File: src/rtl/sorted_set_table_core_assert.svh
// Assertion macros shared by the sorted set table RTL.
`ifndef SORTED_SET_TABLE_CORE_ASSERT_SVH
`define SORTED_SET_TABLE_CORE_ASSERT_SVH

// Same-cycle implication, disabled while reset is asserted.
`define SST_ASSERT_IMP(label, ante, cons) \
    label: assert property (@(posedge clk) disable iff (!rst_n) (ante) |-> (cons)) \
        else $error("sorted set table: same-cycle check failed");

// Next-cycle implication, disabled while reset is asserted.
`define SST_ASSERT_NXT(label, ante, cons) \
    label: assert property (@(posedge clk) disable iff (!rst_n) (ante) |=> (cons)) \
        else $error("sorted set table: next-cycle check failed");

`endif

File: src/rtl/sst_pkg.sv
// Package: widths, request and status codes, and the cell control word.
package sst_pkg;

    localparam int DATA_W       = 32;
    localparam int REQ_W        = 2;
    localparam int ST_W         = 2;
    localparam int POS_W        = 6;
    localparam int CNT_OUT_W    = 7;
    localparam int DEF_CAPACITY = 64;

    localparam logic [REQ_W-1:0] REQ_INSERT = 2'd0;
    localparam logic [REQ_W-1:0] REQ_REMOVE = 2'd1;
    localparam logic [REQ_W-1:0] REQ_FIND   = 2'd2;

    localparam logic [ST_W-1:0] ST_OK      = 2'd0;
    localparam logic [ST_W-1:0] ST_DUP     = 2'd1;
    localparam logic [ST_W-1:0] ST_MISSING = 2'd2;
    localparam logic [ST_W-1:0] ST_FULL    = 2'd3;

    typedef struct packed {
        logic                     cmp_en;
        logic signed [DATA_W-1:0] cmp_key;
        logic                     ins;
        logic                     rem;
        logic signed [DATA_W-1:0] wr_key;
    } cell_ctl_t;

endpackage

File: src/rtl/sst_cell.sv
// One cell of the sorted row: holds a value and its compare flags.
module sst_cell
    import sst_pkg::*;
(
    input  logic                     clk,
    input  cell_ctl_t                ctl,
    input  logic                     occ,
    input  logic                     left_lt,
    input  logic signed [DATA_W-1:0] left_val,
    input  logic signed [DATA_W-1:0] right_val,
    output logic signed [DATA_W-1:0] val,
    output logic                     lt,
    output logic                     eq
);

    logic signed [DATA_W-1:0] val_reg, val_next;
    logic                     lt_reg, lt_next;
    logic                     eq_reg, eq_next;

    always_comb
    begin
        val_next = val_reg;
        if (ctl.ins && !lt_reg)
        begin
            // first cell not below the key takes it; the rest shift up
            val_next = left_lt ? ctl.wr_key : left_val;
        end
        else if (ctl.rem && !lt_reg)
        begin
            // close the gap: take the right neighbor
            val_next = right_val;
        end
    end

    always_comb
    begin
        lt_next = lt_reg;
        eq_next = eq_reg;
        if (ctl.cmp_en)
        begin
            lt_next = occ && (val_reg < ctl.cmp_key);
            eq_next = occ && (val_reg == ctl.cmp_key);
        end
    end

    always_ff @(posedge clk)
    begin
        val_reg <= val_next;
        lt_reg  <= lt_next;
        eq_reg  <= eq_next;
    end

    assign val = val_reg;
    assign lt  = lt_reg;
    assign eq  = eq_reg;

endmodule

File: config.mk
export PLATFORM = sky130hd
export DESIGN_NAME = sst_cell
export DESIGN_NICKNAME = d
export VERILOG_FILES = /design/src/rtl/sorted_set_table_core_assert.svh /design/src/rtl/sst_pkg.sv /design/src/rtl/sst_cell.sv
export SDC_FILE = /design/constraint.sdc
export NUM_CORES = 1
export LEC_CHECK = 0
export BUFFER_PORTS_ARGS = -buffer_cell sky130_fd_sc_hd__buf_2
export CORE_MARGIN = 3
export CORE_UTILIZATION = 46
export DETAILED_ROUTE_END_ITERATION = 7
export PLACE_DENSITY = 0.87
export SYNTH_ARGS = -nofsm -noshare
export SYNTH_HDL_FRONTEND = slang
export SYNTH_SLANG_ARGS = --single-unit
File: constraint.sdc
create_clock -name clk -period 5 [get_ports clk]
set_input_delay 1 -clock clk [delete_from_list [all_inputs] [get_ports clk]]
set_output_delay 1 -clock clk [all_outputs]
set_load 0.01 [all_outputs]
---- Word level (Yosys, flattened, before mapping) ----
Index checks and enable logic that the tools add are counted.
storage, ports and cells
  flip-flop bits (word level) ............. 34
  input bits .............................. 134
  word-level logic and storage cells ...... 14
cells by class
  order comparisons ....................... 1
  equality and inequality tests ........... 1
  multiplexer cells ....................... 3
  reduce and logical (&&, ||, !) cells .... 6
operator list
  kind                 number
  $mux W32             3
  $eq A32 B32 Y1       1
  $lt A32 B32 Y1       1
  $logic_and A1 B1 Y1  4
  $reduce_bool A2 Y1   1
  $logic_not A1 Y1     1

---- Logic depth before layout (Yosys ltp) ----
Gate-level depths: netlist of run 1.
  depth after elaboration ................. 4
  depth in mapped cells ................... 7
  depth with buffers taken out ............ 7

---- Least setup slack after synthesis of run 1 ----
Ideal clock, no wire load.
  kind .................................... in2reg
  start ................................... input ctl[33] in the netlist's numbering
  end ..................................... register val_reg[0] (netlist: val[0]), enable pin
  library setup time ...................... 0.422 ns
  data arrival time ....................... 2.398 ns
  required time ........................... 4.578 ns
  slack ................................... 2.180 ns
  cell stages on the path ................. 2
  path buffers ............................ 0
  path through ............................ nor2_1 nor2_1
between the ends
  longest elaborated chain between the ends .. 2
RTL lines
  element                       RTL line        source
  start, declared               sst_cell.sv:6   input cell_ctl_t ctl,
  $logic_and A1 B1 Y1           sst_cell.sv:23  if (ctl.ins && !lt_reg)
  $reduce_bool A2 Y1 (no line)  n/a
  end signal, assigned          sst_cell.sv:48  val_reg <= val_next;
  end, declared                 sst_cell.sv:16  logic signed [DATA_W-1:0] val_reg, val_next;
Every way passes these cells.
A chain may end at the register's enable or synchronous reset.

---- Worst setup path after layout of run 1 ----
  start ................................... input ctl[49] in the netlist's numbering
  end ..................................... register lt_reg (netlist: lt), data pin
between the ends
  longest elaborated chain between the ends .. 2
RTL lines
  element               RTL line        source
  $lt A32 B32 Y1        sst_cell.sv:41  lt_next = occ && (val_reg < ctl.cmp_key);
  $logic_and A1 B1 Y1   sst_cell.sv:41
  end signal, assigned  sst_cell.sv:49  lt_reg <= lt_next;
  end, declared         sst_cell.sv:17  logic lt_reg, lt_next;
Every way passes these cells.

==> run metrics, run 1 <==
maximum buffer depth of the clock tree=2; ys async rst share=0%; WL/cell=15.0 um; placed cell count=485; final WL=7.41 mm; Crit. End Element=flip-flop; 1st-pass router iterations=4; Vias/cell=5.08; actual slew at the worst max-slew pin=1.08 ns; CP required=5.03 ns; post-synth top area share=40.0%; Distinct cells, synth=30; Final Setup Violations=0; Fmax=435 MHz; nets=588; Pwr Density=238 mW/mm^2; total design power=0.837 mW; Fin Clk Skew=0.00725 ns; Slew Limit Fails=0; GRT Total Usage=23.0%; antenna cells=0; post-synthesis net count=425; Register Area=0.00102 mm^2; Setup crit start kind=input port; Cells after Synth=259; First DRT Iteration DRCs=127; Die Span Y=80.5 um; unrepaired setup endpoints after global routing=false; max_cap viols=0; Resize count post-CTS=0; multiplexer share of the synthesized area=12.9%; via count=2,504; postcts setup bufs=0; Total Neg Setup Slack=0 ns; clock-pin slew on the worst setup and hold paths=0.07 ns; post-synthesis xor/xnor area fraction=0%; total of warnings raised by yosys=0; row cnt=26; Setup CP Type=input port to flip-flop; cts hold-fix bufs=0; Num CTS Buffers=5; detailed-route DRC error count=0; footprint of the multi-input gates=0.00138 mm^2; critical path peak fanout=3; main flop type after synthesis=edfxtp_1; HPWL Detailed=6.07 mm; Fill cells=433; synth-to-layout area growth=37.9%; first-pass GRT wire length=11.4 mm; post-layout minimum cycle time=2.30 ns; CTS tree=yes; post-synthesis adder-cell area fraction=15.7%; sequential share of the synthesized area=40.0%; boundary pin count=168; number of global-route vias before repair=2,532; Leak Pwr=1.90 nW; period utilisation layout=46.0%; Slew HR=28.1%; largest area contributor in the netlist=edfxtp_1; most common cell after layout, fill and taps aside=buf_2; Mean Syn Cell Area=9.86 um^2; max reg flops=32; DIE AREA=0.00648 mm^2; register bit total from synthesis=34; main combinational cell family by area after synthesis=adder cells; Synth Area in Simple Gates=12.1%; Port Buf Inserts=167; post-route ant nets=0; Final Hold Viols=0; number of flops mapped to enable cells by yosys=34; status=finished, final reports clean; Clock Latency Late Sink=0.29 ns; Layout Cells excl Fill=493; mapped cell area=0.00255 mm^2; synth top area cells=edfxtp_1 40%, ha_1 16%, mux2i_1 13%; CTS H-tree lvls=2; die width=80.5 um; total grt overflow=0; Placer Congestion=0.828; Hold Path Class=flip-flop to flip-flop; layout cell share with drive strength beyond 1=43.3%; VDD IR max=0.000175 V; critical path arrival=2.33 ns; core region area=0.00524 mm^2; initial antenna violation count=0; complex-gate fraction of the synthesized area=12.8%; initial core utilization=48.8%; largest net degree at the start of global routing=65; CTS sink cnt=34; clk root buf=clkbuf_8; commonest non-fill, non-tap cells in the layout=167 x buf_2, 39 x nand2_1, 34 x edfxtp_1
## worst max-delay path, stage by stage
cell,delay [ns]
buf_2,0.07
inv_1,0.03
ha_1,0.33
nand4_2,0.16
nor4_2,0.32
o21ai_1,0.10
a31oi_1,0.21
mux2i_1,0.11
## cell usage after synthesis, drive strengths merged (2+ instances only)
| library cell | n |
|---|---|
| edfxtp | 34 |
| nand4 | 5 |
| nor2 | 4 |
| a21oi | 11 |
| mux2i | 33 |
| and4 | 3 |
| buf | 5 |
| inv | 32 |
| o21ai | 38 |
| a211oi | 3 |
| ha | 32 |
| clkbuf | 6 |
| a21o | 2 |
| nand2 | 39 |
## cells by family (layout without fill, tap and decap cells)
group / Yosys count / after routing
flip-flops: 34 / 34
AO/OA/AOI/OAI: 59 / 59
buffers and inverters: 43 / 207
multiplexers: 33 / 33
AND/OR/NAND/NOR: 58 / 58
adder cells (fa/ha/maj): 32 / 32
## report_power, final
part | total, mW | internal, mW | leakage (nW) | switching [mW]
clock | 0.197 | 0.0958 | 0.0426 | 0.101
combinational | 0.265 | 0.123 | 1.53 | 0.142
sequential | 0.375 | 0.357 | 0.336 | 0.0184
total | 0.837 | 0.576 | 1.90 | 0.261
## worst paths after layout
| check | from | to | slack, ns | cells after the start |
|---|---|---|---|---|
| worst min register to register | val[2] | eq | 0.80 | 2 |
| worst min-delay path | val[2] | eq | 0.80 | 2 |
| worst max-delay path | ctl[49] | lt | 2.70 | 8 |
| worst max register to register | val[15] | lt | 3.09 | 6 |
## area by class of cell
cell class,count,area share [%]
Multi-Input combinational cell,182,39.1
Sequential cell,34,29.0
Timing Repair Buffer,167,23.7
Inverter,32,3.41
Tap cell,70,2.49
Clock buffer,6,2.06
Clock inverter,2,0.249
## metrics by stage
step                      worst slack, ns  util [%]  area [um^2]  hold slack, ns
after global routing                 2.61      67.2         3520           0.852
after CTS                            2.71      67.2         3520           0.806
final                                2.70      67.2         3520           0.802
after detailed placement             2.42      65.7         3440           0.790
after floorplan                      2.18         -         2550           0.777
after global placement               2.48      65.7         3440           0.768
## routing by layer
metal | track usage [%] | routed length [um] | up-vias
met5 | 0 | 0 | -
li1 | - | - | 1248
met2 | 43.1 | 4000 | 91
met1 | 25.7 | 2870 | 1154
met3 | 3.92 | 427 | 11
met4 | 8.28 | 115 | 0
Power figures use the tool's default switching activity.
==> inputs of run 2 (changes only) <==
--- a/config.mk
+++ b/config.mk
@@ -7,9 +7,9 @@
 export LEC_CHECK = 0
 export BUFFER_PORTS_ARGS = -buffer_cell sky130_fd_sc_hd__buf_2
 export CORE_MARGIN = 3
-export CORE_UTILIZATION = 46
+export CORE_UTILIZATION = 43
 export DETAILED_ROUTE_END_ITERATION = 7
-export PLACE_DENSITY = 0.87
+export PLACE_DENSITY = 0.82
 export SYNTH_ARGS = -nofsm -noshare
 export SYNTH_HDL_FRONTEND = slang
 export SYNTH_SLANG_ARGS = --single-unit
==> constraint.sdc (replaced) <==
create_clock -name clk -period 2.3 [get_ports clk]
set_input_delay 0.46 -clock clk [delete_from_list [all_inputs] [get_ports clk]]
set_output_delay 0.46 -clock clk [all_outputs]
set_load 0.01 [all_outputs]
==> run metrics, run 2 (same netlist as run 1, synthesis figures left out) <==
Comb pwr share=32.4%; Leak Pwr=1.92 nW; P_int=1.26 mW; maximum buffer depth of the clock tree=2; row cnt=27; GRT Total Usage=20.7%; Setup crit start kind=flip-flop; Sw Ratio=30.2%; crit path max-delay cell type=edfxtp_1; First DRT Iteration DRCs=109; critical path peak fanout=2; unrepaired setup endpoints after global routing=false; Pwr Density=506 mW/mm^2; Clk pwr share=22.5%; met3 routed WL=424 um; crit-path max cell delay=0.42 ns; postcts setup bufs=0; largest net degree at the start of global routing=34; via count=2,475; reg2reg end=lt; detailed-route DRC error count=0; 1st-pass router iterations=4; worst hold slack=0.420 ns; Place WS=0.223 ns; period utilisation layout=84.0%; synth-to-layout area growth=39.6%; Setup CP Type=flip-flop to flip-flop; Fin Clk Skew=0.00206 ns; most common cell after layout, fill and taps aside=buf_2; reg2reg start=val[30]; HPWL Detailed=6.09 mm; Clock Latency Late Sink=0.28 ns; Fmax=518 MHz; actual slew at the worst max-slew pin=0.605 ns; DIE AREA=0.00690 mm^2; Final Hold Viols=0; crit path to=lt; die width=83.1 um; cts hold-fix bufs=0; CP required=2.32 ns; Final Setup Violations=0; CTS tree=yes; Num CTS Buffers=5; VDD IR max=0.000297 V; commonest non-fill, non-tap cells in the layout=167 x buf_2, 39 x nand2_1, 34 x edfxtp_1; antenna cells=0; clk root buf=clkbuf_8; Slew HR=59.7%; status=finished, final reports clean; sw power=0.545 mW; post-route ant nets=0; max_cap viols=0; Port Buf Inserts=167; post-layout minimum cycle time=1.93 ns; r2r setup slk=0.37 ns; initial core utilization=45.3%; boundary pin count=168; CP Launch Point=val[30]; Vias/cell=4.98; wl on met1=2.85 mm; core region area=0.00564 mm^2; critical path arrival=1.95 ns; nets=591; Slew Limit Fails=0; Sequential Power Share=45.1%; Die Span Y=83.1 um; clock-pin slew on the worst setup and hold paths=0.06 ns; initial antenna violation count=0; WL met2=3.79 mm; worst path cell trace=ha_1 -> nand4_2 -> nor4b_2 -> nor2_1 -> a31oi_1 -> mux2i_1; max layer used=met4; Resize count post-CTS=0; number of global-route vias before repair=2,573; layout cell share with drive strength beyond 1=43.5%; Crit. End Element=flip-flop; total grt overflow=0; CTS H-tree lvls=2; CTS sink cnt=34; Worst Setup Slack, final=0.369 ns; Reg2Reg Depth=6; first-pass GRT wire length=11.7 mm; Hold Path Class=input port to flip-flop; final WL=7.13 mm; WL/cell=14.4 um; Total Neg Setup Slack=0 ns; max reg flops=32; Placer Congestion=0.854
run 2: changes by cell type in the layout (fill, tap and decap cells not counted):
| cell | delta |
|---|---|
| buf_12 | +2 |
| buf_4 | +1 |
| clkbuf_1 | +1 |
| clkinv_1 | -1 |
| clkinv_2 | -1 |
run 2: worst max-delay path: cells and delay by family (launching register included):
| kind | cells | cell delay, ns |
|---|---|---|
| muxes | 1 | 0.10 |
| DFF | 1 | 0.42 |
| adders and majority gates | 1 | 0.35 |
| and+or+nand+nor | 3 | 0.60 |
| AOI/OAI and AO/OA | 1 | 0.19 |
run 2: through the flow:
stage,std cells,total power [mW],util (%),cell area (um^2)
after floorplan,259,1.15,-,2550
after global placement,490,1.39,61.9,3490
after detailed placement,490,1.42,61.9,3490
after CTS,497,1.83,63.2,3570
after global routing,497,1.93,63.2,3570
final,497,1.81,63.2,3570
run 2: how the worst min path moves through the flow:
| stage | from | end | slack, ns | cells after the start |
|---|---|---|---|---|
| 6_report | ctl[66] | eq | 0.42 | 1 |
| 5_1_grt | ctl[66] | lt | 0.41 | 1 |
| 4_1_cts | ctl[66] | lt | 0.41 | 1 |
| 3_5_place_dp | ctl[66] | eq | 0.70 | 1 |
| 3_3_place_gp | ctl[66] | eq | 0.70 | 1 |
| 2_1_floorplan | ctl[66] | eq | 0.57 | 0 |
run 2: power by group through the flow:
stage	clock, mW	sequential [mW]	combinational [mW]
2_1_floorplan	0	0.855	0.290
3_3_place_gp	0	0.824	0.563
3_5_place_dp	0	0.828	0.589
4_1_cts	0.421	0.815	0.591
5_1_grt	0.447	0.824	0.659
6_report	0.407	0.815	0.584
run 2: layout make-up:
cell class	instances	area, um^2
fill	495	2080
multi-input combinational	182	1380
sequential	34	1020
timing repair buffer	170	883
inverter	32	120
tap	72	90.1
clock buffer	7	76.3
run 2: metal layers:
metal / up-vias / global-route usage (%)
met3: 5 / 4.56
met1: 1124 / 24.1
li1: 1255 / -
met4: 0 / 4.75
met5: - / 0
met2: 91 / 38.4
