**src/rtl/sorted_set_table_core_assert.svh**
```systemverilog
// Assertion macros shared by the sorted set table RTL.
`ifndef SORTED_SET_TABLE_CORE_ASSERT_SVH
`define SORTED_SET_TABLE_CORE_ASSERT_SVH

// Same-cycle implication, disabled while reset is asserted.
`define SST_ASSERT_IMP(label, ante, cons) \
    label: assert property (@(posedge clk) disable iff (!rst_n) (ante) |-> (cons)) \
        else $error("sorted set table: same-cycle check failed");

// Next-cycle implication, disabled while reset is asserted.
`define SST_ASSERT_NXT(label, ante, cons) \
    label: assert property (@(posedge clk) disable iff (!rst_n) (ante) |=> (cons)) \
        else $error("sorted set table: next-cycle check failed");

`endif

```
**src/rtl/sst_pkg.sv**
```systemverilog
// Package: widths, request and status codes, and the cell control word.
package sst_pkg;

    localparam int DATA_W       = 32;
    localparam int REQ_W        = 2;
    localparam int ST_W         = 2;
    localparam int POS_W        = 6;
    localparam int CNT_OUT_W    = 7;
    localparam int DEF_CAPACITY = 64;

    localparam logic [REQ_W-1:0] REQ_INSERT = 2'd0;
    localparam logic [REQ_W-1:0] REQ_REMOVE = 2'd1;
    localparam logic [REQ_W-1:0] REQ_FIND   = 2'd2;

    localparam logic [ST_W-1:0] ST_OK      = 2'd0;
    localparam logic [ST_W-1:0] ST_DUP     = 2'd1;
    localparam logic [ST_W-1:0] ST_MISSING = 2'd2;
    localparam logic [ST_W-1:0] ST_FULL    = 2'd3;

    typedef struct packed {
        logic                     cmp_en;
        logic signed [DATA_W-1:0] cmp_key;
        logic                     ins;
        logic                     rem;
        logic signed [DATA_W-1:0] wr_key;
    } cell_ctl_t;

endpackage

```
**src/rtl/sst_enc.sv**
```systemverilog
// Boundary encoder: turns the row's compare flags into an index and a hit.
module sst_enc
    import sst_pkg::*;
#(
    parameter int CAPACITY = DEF_CAPACITY,
    parameter int IDX_W    = $clog2(CAPACITY)
)
(
    input  logic [CAPACITY-1:0] lt_vec,
    input  logic [CAPACITY-1:0] eq_vec,
    output logic [IDX_W-1:0]    idx,
    output logic                hit
);

    logic [CAPACITY-1:0] bound;

    // lt flags form a prefix; mark the first cell past it
    always_comb
    begin
        for (int i = 0; i < CAPACITY; i++)
        begin
            if (i == 0)
                bound[i] = !lt_vec[i];
            else
                bound[i] = !lt_vec[i] && lt_vec[i-1];
        end
    end

    // one-hot to binary: OR of the marked positions per index bit
    always_comb
    begin
        idx = '0;
        for (int i = 0; i < CAPACITY; i++)
        begin
            if (bound[i])
                idx = idx | IDX_W'(i);
        end
    end

    assign hit = |eq_vec;

endmodule

```
**config.mk**
```make
export PLATFORM = sky130hd
export DESIGN_NAME = sst_enc
export DESIGN_NICKNAME = d
export VERILOG_FILES = /design/src/rtl/sorted_set_table_core_assert.svh /design/src/rtl/sst_pkg.sv /design/src/rtl/sst_enc.sv
export SDC_FILE = /design/constraint.sdc
export NUM_CORES = 1
export LEC_CHECK = 0
export ABC_AREA = 1
export BUFFER_PORTS_ARGS = -buffer_cell sky130_fd_sc_hd__buf_4
export CAP_MARGIN = 20
export CORE_MARGIN = 2
export CORE_UTILIZATION = 36
export DETAILED_ROUTE_END_ITERATION = 7
export PLACE_DENSITY = 0.92
export SYNTH_ARGS = -nofsm -noshare
export SYNTH_HDL_FRONTEND = slang
export SYNTH_SLANG_ARGS = --single-unit
```
**constraint.sdc**
```tcl
create_clock -name vclk -period 1.4
set_input_delay 0.42 -clock vclk [all_inputs]
set_output_delay 0.42 -clock vclk [all_outputs]
set_load 0.01 [all_outputs]
```
==> After elaboration in Yosys (flattened, before gate mapping) <==
Cells that the tools add are included.
{ "totals": {"regBits": 0, "output_inout_bits": 7, "input_bits": 128} }
{ "classes": {"n_reduce_logical": 127, "mux": 63} }
{ "op_table": {"columns": ["op", "n"], "rows": [
  ["two-way mux 6 bit", 32],
  ["two-way mux 5 bit", 16],
  ["OR reduction 64 bit", 1],
  ["logical AND 1 bit", 63],
  ["logical NOT 1 bit", 63],
  ["two-way mux 4 bit", 8],
  ["two-way mux 3 bit", 4],
  ["two-way mux 2 bit", 2],
  ["two-way mux 1 bit", 1]
]} }

==> Logic depth before layout (Yosys ltp) <==
Gate-level depths: netlist (run 1).
{ "depth": {"word_depth": 65, "ltp_mapped": 7, "ltp_nobuf": 7} }

==> Worst setup path before layout (run 1) <==
Ideal clock, no wire load.
{ "synth_timing": {"path_kind": "in2out", "startpoint": "input port lt_vec[63]", "endpoint": "output port idx[4]", "required_time_ps": 980, "setup_slack_ps": 44, "stages": 7, "n_path_buf": 0, "arrival_time_ps": 936, "cell_sequence": "inv_1 > nand2_1 > nand2_1 > nor2_4 > nand2_2 > nor2_2 > nand2_1"} }
{ "synth_between": {"elab_chain_cells": 3} }
{ "synth_rtl": {"columns": ["item", "line_no", "source"], "rows": [
  ["start: declaration", "sst_enc.sv:9", "input logic [CAPACITY-1:0] lt_vec,"],
  ["logical NOT 1 bit", "sst_enc.sv:25", "bound[i] = !lt_vec[i] && lt_vec[i-1];"],
  ["logical AND 1 bit", "sst_enc.sv:25", null],
  ["two-way mux 6 bit", "sst_enc.sv:35", "if (bound[i])"],
  ["end: declaration", "sst_enc.sv:11", "output logic [IDX_W-1:0] idx,"]
]} }
No other way between the ends.

==> Worst setup path after layout (run 1) <==
{ "layout_timing": {"startpoint": "input port lt_vec[19]", "endpoint": "output port idx[1]"} }
{ "layout_between": {"elab_chain_cells": 47} }
{ "layout_rtl": {"columns": ["item", "line_no"], "rows": [
  ["logical NOT 1 bit", "sst_enc.sv:25"],
  ["logical AND 1 bit", "sst_enc.sv:25"],
  ["two-way mux 5 bit (13 in series)", "sst_enc.sv:35"],
  ["two-way mux 6 bit (32 in series)", "sst_enc.sv:35"]
]} }
No other way between the ends.

==> metrics.yaml, run 1 <==
outcome: "finished with violations"
violations: "negative setup slack"
final_cell_mix: "buf_4 (83), nand2_1 (73), nand2_2 (65)"
layout.nets: 565
clock_buffers: 0
yosysWarningCount: 0
drive_gt1_share_pct: 67.4
power_density_nw_per_um2: 303
cpMostUsedCell: "nand2_1"
area_growth_pct: 147
synth_compound_area_share_pct: 0.857
diodes: 0
synth-simple-area-share_pct: 79.2
mostFrequentLayoutCell: "buf_4"
max-vdd-ir-drop_mv: 0.212
ant_nets: 0
worstPathMaxFanout: 2
critPathSlowestCell: "nor2_1"
ys_seq_area_share_pct: 0
area.sequential_sq_um: 0
hold_class: "input pin to output port"
finalHoldViolations: 0
synth_fp_nets: 428
die_w_um: 61.0
tightest_slew_ps: 194
rows: 20
min_period_ps: 1740
cp.required_ps: 980
io_pins: 135
core_sq_um: 3080
vias_per_cell: 5.54
synthAdderAreaFrac_pct: 0
drtIter0Drc: 286
fin_crit_sh_pct: 124
die_area_sq_um: 3720
drt_pass1_iterations: 7
yosysUniqueCellTypes: 7
place_congestion: 0.865
rsz0062_at_grt: "yes"
grt_pass1_vias: 1904
port_buffers: 135
syn_area_per_cell_sq_um: 3.90
critPathKind: "input pin to output port"
overflow: 0
die_y_um: 61.0
synth_top_family_by_area: "simple AND/OR/NAND/NOR gates"
place_area_sq_um: 2240
whs_ps: 1310
final_core_util_pct: 93.7
crit_chain: "buf_4 > inv_1 > nand2_1 > nand2_1 > nor2_1 > nand2_1 > nor2_2 > nand2_1 > buf_6"
finalPower_uw: 873
synthMuxAreaShare_pct: 0
cts_hold_buf: 0
antenna_found_initial: 0
wl_per_cell_um: 18.9
slowest_delay_ps: 140
fillers: 104
track_usage_pct: 26.1
drv_slew: 0
routed-via-count: 2656
startpoint_type: "input pin"
finalSetupViolCount: 7
cp_top_family: "simple AND/OR/NAND/NOR gates"
grt_pass1_wl_um: 7540
dpl.hpwl_um: 4130
grt_max_degree: 3
start_util_pct: 38.0
syn_area_sq_um: 1170
power_leakage_nw: 1.60
wirelength_um: 9060
synthCells: 300
seq_cell_count: 0
setup.worst_path.end_class: "output port"
synthXorXnorAreaFrac_pct: 0
critical_path_arrival_ps: 1320
maxSlewHeadroom_pct: 86.9
drc: 0
final_area_sq_um: 2880
path_buf_inv: 3
cap_violations: 0
postLayoutSetupSlackWorst_ps: -342
fmax_mhz: 574
==> worst paths after layout <==
| check | from | to | slack, ps | cells after the start |
|---|---|---|---|---|
| setup / recovery | lt_vec[19] | idx[1] | -340 | 9 |
| hold / removal | eq_vec[60] | hit | 1310 | 8 |
==> layer usage <==
layer	track usage, %	part of all wire (%)	vias to the layer above	wire (um)
met4	7.45	8.4	0	760
li1	-	-	1115	-
met3	1.07	10	100	920
met5	0	0	-	0
met1	32.7	31	1166	2850
met2	47.9	50	275	4530
==> cell families (layout without fill, tap and decap cells) <==
family / count (synthesis) / in the layout
AOI/OAI and AO/OA: 2 / 2
and+or+nand+nor: 236 / 236
buffers and inverters: 62 / 197
==> cells in the mapped netlist (all sizes together) <==
master,count,area [sq um]
o21ai,2,10.0
inv,62,233
nand2,152,583
nor2,84,343
==> where the power goes <==
group | switching [mW] | internal [mW]
Clock | 0 | 0
Combinational | 0.440 | 0.433
Sequential | 0 | 0
==> cell type report <==
cell class	instances	area (sq um)	share of cell area, %
Timing Repair Buffer	135	1220	42.4
Tap cell	44	55.1	1.91
Multi-Input combinational cell	238	1360	47.2
Inverter	62	243	8.42
==> per-stage QoR <==
| stage | instances | setup TNS (ps) | setup slack, ps |
|---|---|---|---|
| 2_1_floorplan | 300 | 0 | 44.5 |
| 3_3_place_gp | 479 | -1390 | -214 |
| 3_5_place_dp | 479 | -1460 | -243 |
| 4_1_cts | 479 | -1140 | -184 |
| 5_1_grt | 479 | -2870 | -466 |
| 6_report | 479 | -2150 | -342 |
==> repair_timing <==
action | 4_1_cts | 5_1_grt
setup endpoints to repair | 7 | 7
pin swaps | 65 | 93
resized for setup | 77 | 159
buffers inserted | 0 | 0
Note: power is estimated with default switching activity, not from simulation.
==> run 2, diff against run 1 <==
--- a/config.mk
+++ b/config.mk
@@ -8,9 +8,11 @@
 export ABC_AREA = 1
 export BUFFER_PORTS_ARGS = -buffer_cell sky130_fd_sc_hd__buf_4
 export CAP_MARGIN = 20
+export CORE_ASPECT_RATIO = 0.75
 export CORE_MARGIN = 2
 export CORE_UTILIZATION = 36
 export DETAILED_ROUTE_END_ITERATION = 7
+export GPL_TIMING_DRIVEN = 1
 export PLACE_DENSITY = 0.92
 export SYNTH_ARGS = -nofsm -noshare
 export SYNTH_HDL_FRONTEND = slang
==> run 2 against run 1 <==
Against the previous run: the flow now stops in global routing (5_1_grt); synthesized cell count unchanged; synthesized area unchanged.
==> metrics.yaml, run 2 <==
toolErrorMsg: "[ERROR GRT-0232] Routing congestion too high. Check the congestion heatmap in the GUI."
crit_endpoint: "idx[4]"
yosysTopAreaCell: "nand2_1"
yosys.area.top_type_share_pct: 47.2  # unchanged
die_y_um: 53.3  # -13%
ys_seq_area_share_pct: 0  # unchanged
yosysMostFrequentCell: "nand2_1"
place_area_sq_um: 2230  # -0.34%
synth_common_cells: "nand2_1 (147), nor2_1 (77), inv_1 (62)"
port_buffers: 135  # unchanged
start_util_pct: 38.7  # +0.72 points
dpl.hpwl_um: 4380  # +6.0%
yosysWarningCount: 0  # unchanged
postCtsSetupBuffers: 0  # unchanged
synth_fp_nets: 428  # unchanged
dp_slack_ps: -240  # +3.11 ps
yosysUniqueCellTypes: 7  # unchanged
syn_area_per_cell_sq_um: 3.90  # unchanged
io_pins: 135  # unchanged
syn_area_sq_um: 1170  # unchanged
place_congestion: 0.866  # +0.17%
yosys-top-cells-area: "nand2_1 (47%), nor2_1 (25%), inv_1 (20%), nand2_2 (2.7%), nor2_2 (2.7%)"
grt_max_degree: 3
worst_path_end_type: "output port"
rows: 17  # -15%
lastStage: "global routing (5_1_grt)"
outcome: "aborted with a tool error"
die_w_um: 69.8  # +14%
track_usage_pct: 75.6
synthCells: 300  # unchanged
overflow: 145
## run 2: cell counts after synthesis
No cell type changed its count.
## run 2: timing repair
| action | CTS |
|---|---|
| pin swaps | 113 |
| setup endpoints to repair | 7 |
| hold buffers | 0 |
| gates resized for setup | 141 |
## run 2: kinds of logic after synthesis
group | Yosys count | share of synthesized area (%)
AND/OR/NAND/NOR | 236 | 79.2
buffers and inverters | 62 | 19.9
AO/OA/AOI/OAI | 2 | 0.857
## run 2: per-stage QoR
stage | hold WS, ps | util [%] | std cells | setup TNS, ps
CTS | 1270 | 86.3 | 473 | -1100
detailed placement | 1260 | 73.8 | 473 | -1530
global placement | 1260 | 73.8 | 473 | -1480
floorplan | 1090 | - | 300 | 0
## run 2: routing by layer
| metal | GRT overflow | GRT usage [%] |
|---|---|---|
| met1 | 0 | 66.4 |
| met2 | 80 | 110 |
| met3 | 2 | 39.4 |
| met4 | 63 | 108 |
| met5 | 0 | 3.17 |
==> run 3, diff against run 2 <==
--- a/config.mk
+++ b/config.mk
@@ -8,12 +8,11 @@
 export ABC_AREA = 1
 export BUFFER_PORTS_ARGS = -buffer_cell sky130_fd_sc_hd__buf_4
 export CAP_MARGIN = 20
-export CORE_ASPECT_RATIO = 0.75
-export CORE_MARGIN = 2
-export CORE_UTILIZATION = 36
+export CORE_AREA = 2 2 63 65
 export DETAILED_ROUTE_END_ITERATION = 7
+export DIE_AREA = 0 0 65 67
 export GPL_TIMING_DRIVEN = 1
-export PLACE_DENSITY = 0.92
+export PLACE_DENSITY_LB_ADDON = 0.15
 export SYNTH_ARGS = -nofsm -noshare
 export SYNTH_HDL_FRONTEND = slang
 export SYNTH_SLANG_ARGS = --single-unit
==> run 3 against run 2 <==
Against the previous run: the flow now finishes, with violations (negative setup slack).
==> metrics.yaml, run 3 (synthesis gave the netlist of run 1 again) <==
slowest_delay_ps: 140
drtIter0Drc: 72
layout.nets: 565
outcome: "finished with violations"
drc: 0
min_period_ps: 1600
vias_per_cell: 4.33
max-vdd-ir-drop_mv: 0.143
rsz0062_at_grt: "yes"
die_y_um: 67  # +26%
area_growth_pct: 135
core_sq_um: 3610
wl_per_cell_um: 11.2
start_util_pct: 32.4  # -6.3 points
fin_crit_sh_pct: 114
grt_max_degree: 3
critPathKind: "input pin to output port"
power_leakage_nw: 1.57
p_sw_uw: 320
critical_path_arrival_ps: 1180
dpl.hpwl_um: 4160  # -5.0%
routed-via-count: 2089
area.sequential_sq_um: 0
p_int_uw: 410
fmax_mhz: 626
overflow: 0
cpMostUsedCell: "nand2_1"
port_buffers: 135  # unchanged
whs_ps: 1270
drive_gt1_share_pct: 62.3
switching_share_pct: 43.9
track_usage_pct: 20.1
mostFrequentLayoutCell: "nand2_1"
antenna_found_initial: 0
setup.worst_path.end_class: "output port"
worstHoldStart: "eq_vec[52]"
critPathSlowestCell: "nor2_2"
crit_start: "lt_vec[57]"
finalSetupViolCount: 7
power_density_nw_per_um2: 265
final_cell_mix: "nand2_1 (89), buf_4 (86), nand2_2 (52)"
p_seq_share_pct: 0
ant_nets: 0
die_w_um: 65  # -6.9%
startpoint_type: "input pin"
clock_buffers: 0
io_pins: 135  # unchanged
cp.required_ps: 980
grt_pass1_wl_um: 7120
drv_slew: 0
wirelength_um: 5420
postLayoutSetupSlackWorst_ps: -197
die_area_sq_um: 4360
hold_class: "input pin to output port"
cts_hold_buf: 0  # unchanged
diodes: 0
finalHoldViolations: 0
pwr-share-clk_pct: 0
stdcell_count: 483
tightest_slew_ps: 139
place_inst: 483  # +2.1%
drt_pass1_iterations: 4
worstPathMaxFanout: 2
maxSlewHeadroom_pct: 90.7
cap_violations: 0
rows: 22  # +5
violations: "negative setup slack"
seq_cell_count: 0
pwr-share-comb_pct: 100.0
grt_pass1_vias: 1784
crit_chain: "buf_4 > nand2_2 > nand2_1 > nor2_2 > nand2_1 > nor2_1 > nand2_1 > buf_6"
place_congestion: 0.871  # +0.61%
run 3: worst max-delay path, delay by kind of cell:
family,cells,cell delay [ps]
buffers and inverters,2,240
and+or+nand+nor,6,520
run 3: stage by stage:
step	setup TNS [ps]	total power [mW]	area (sq um)	utilization, %	setup slack [ps]
after floorplan	0	0.217	1170	-	44.5
after global placement	-1400	0.537	2240	62.2	-225
after detailed placement	-1480	0.544	2240	62.2	-243
after CTS	-1170	0.608	2440	67.7	-190
after global routing	-1680	0.794	2750	76.3	-265
final	-1240	0.730	2750	76.3	-197
run 3: final timing paths:
| kind | endpoint | slack [ps] | depth (start not counted) |
|---|---|---|---|
| worst max-delay path | idx[3] | -200 | 8 |
| worst min-delay path | hit | 1270 | 8 |
run 3: final cells by class:
type / count / area, sq um
Fill cell: 309 / 856
Multi-Input combinational cell: 238 / 1250
Tap cell: 48 / 60.1
Timing Repair Buffer: 135 / 1210
Inverter: 62 / 235
run 3: metal layers:
| layer | wire length (um) | track usage [%] | up-vias |
|---|---|---|---|
| li1 | - | - | 1114 |
| met1 | 1940 | 23.5 | 899 |
| met2 | 3040 | 39.7 | 72 |
| met3 | 412 | 3.55 | 4 |
| met4 | 34 | 0.798 | 0 |
| met5 | 0 | 0 | - |
run 3: power by group through the flow:
stage	combinational (mW)	clock [mW]	sequential, mW
floorplan	0.217	0	0
global placement	0.537	0	0
detailed placement	0.544	0	0
CTS	0.608	0	0
global route	0.794	0	0
finish	0.730	0	0
run 3: what timing repair did:
| item | in CTS | in global routing |
|---|---|---|
| buffers inserted | 0 | 0 |
| setup endpoints to repair | 7 | 7 |
| resized for setup | 75 | 120 |
| pin swaps | 63 | 92 |
| hold endpoints to repair | 0 | 0 |
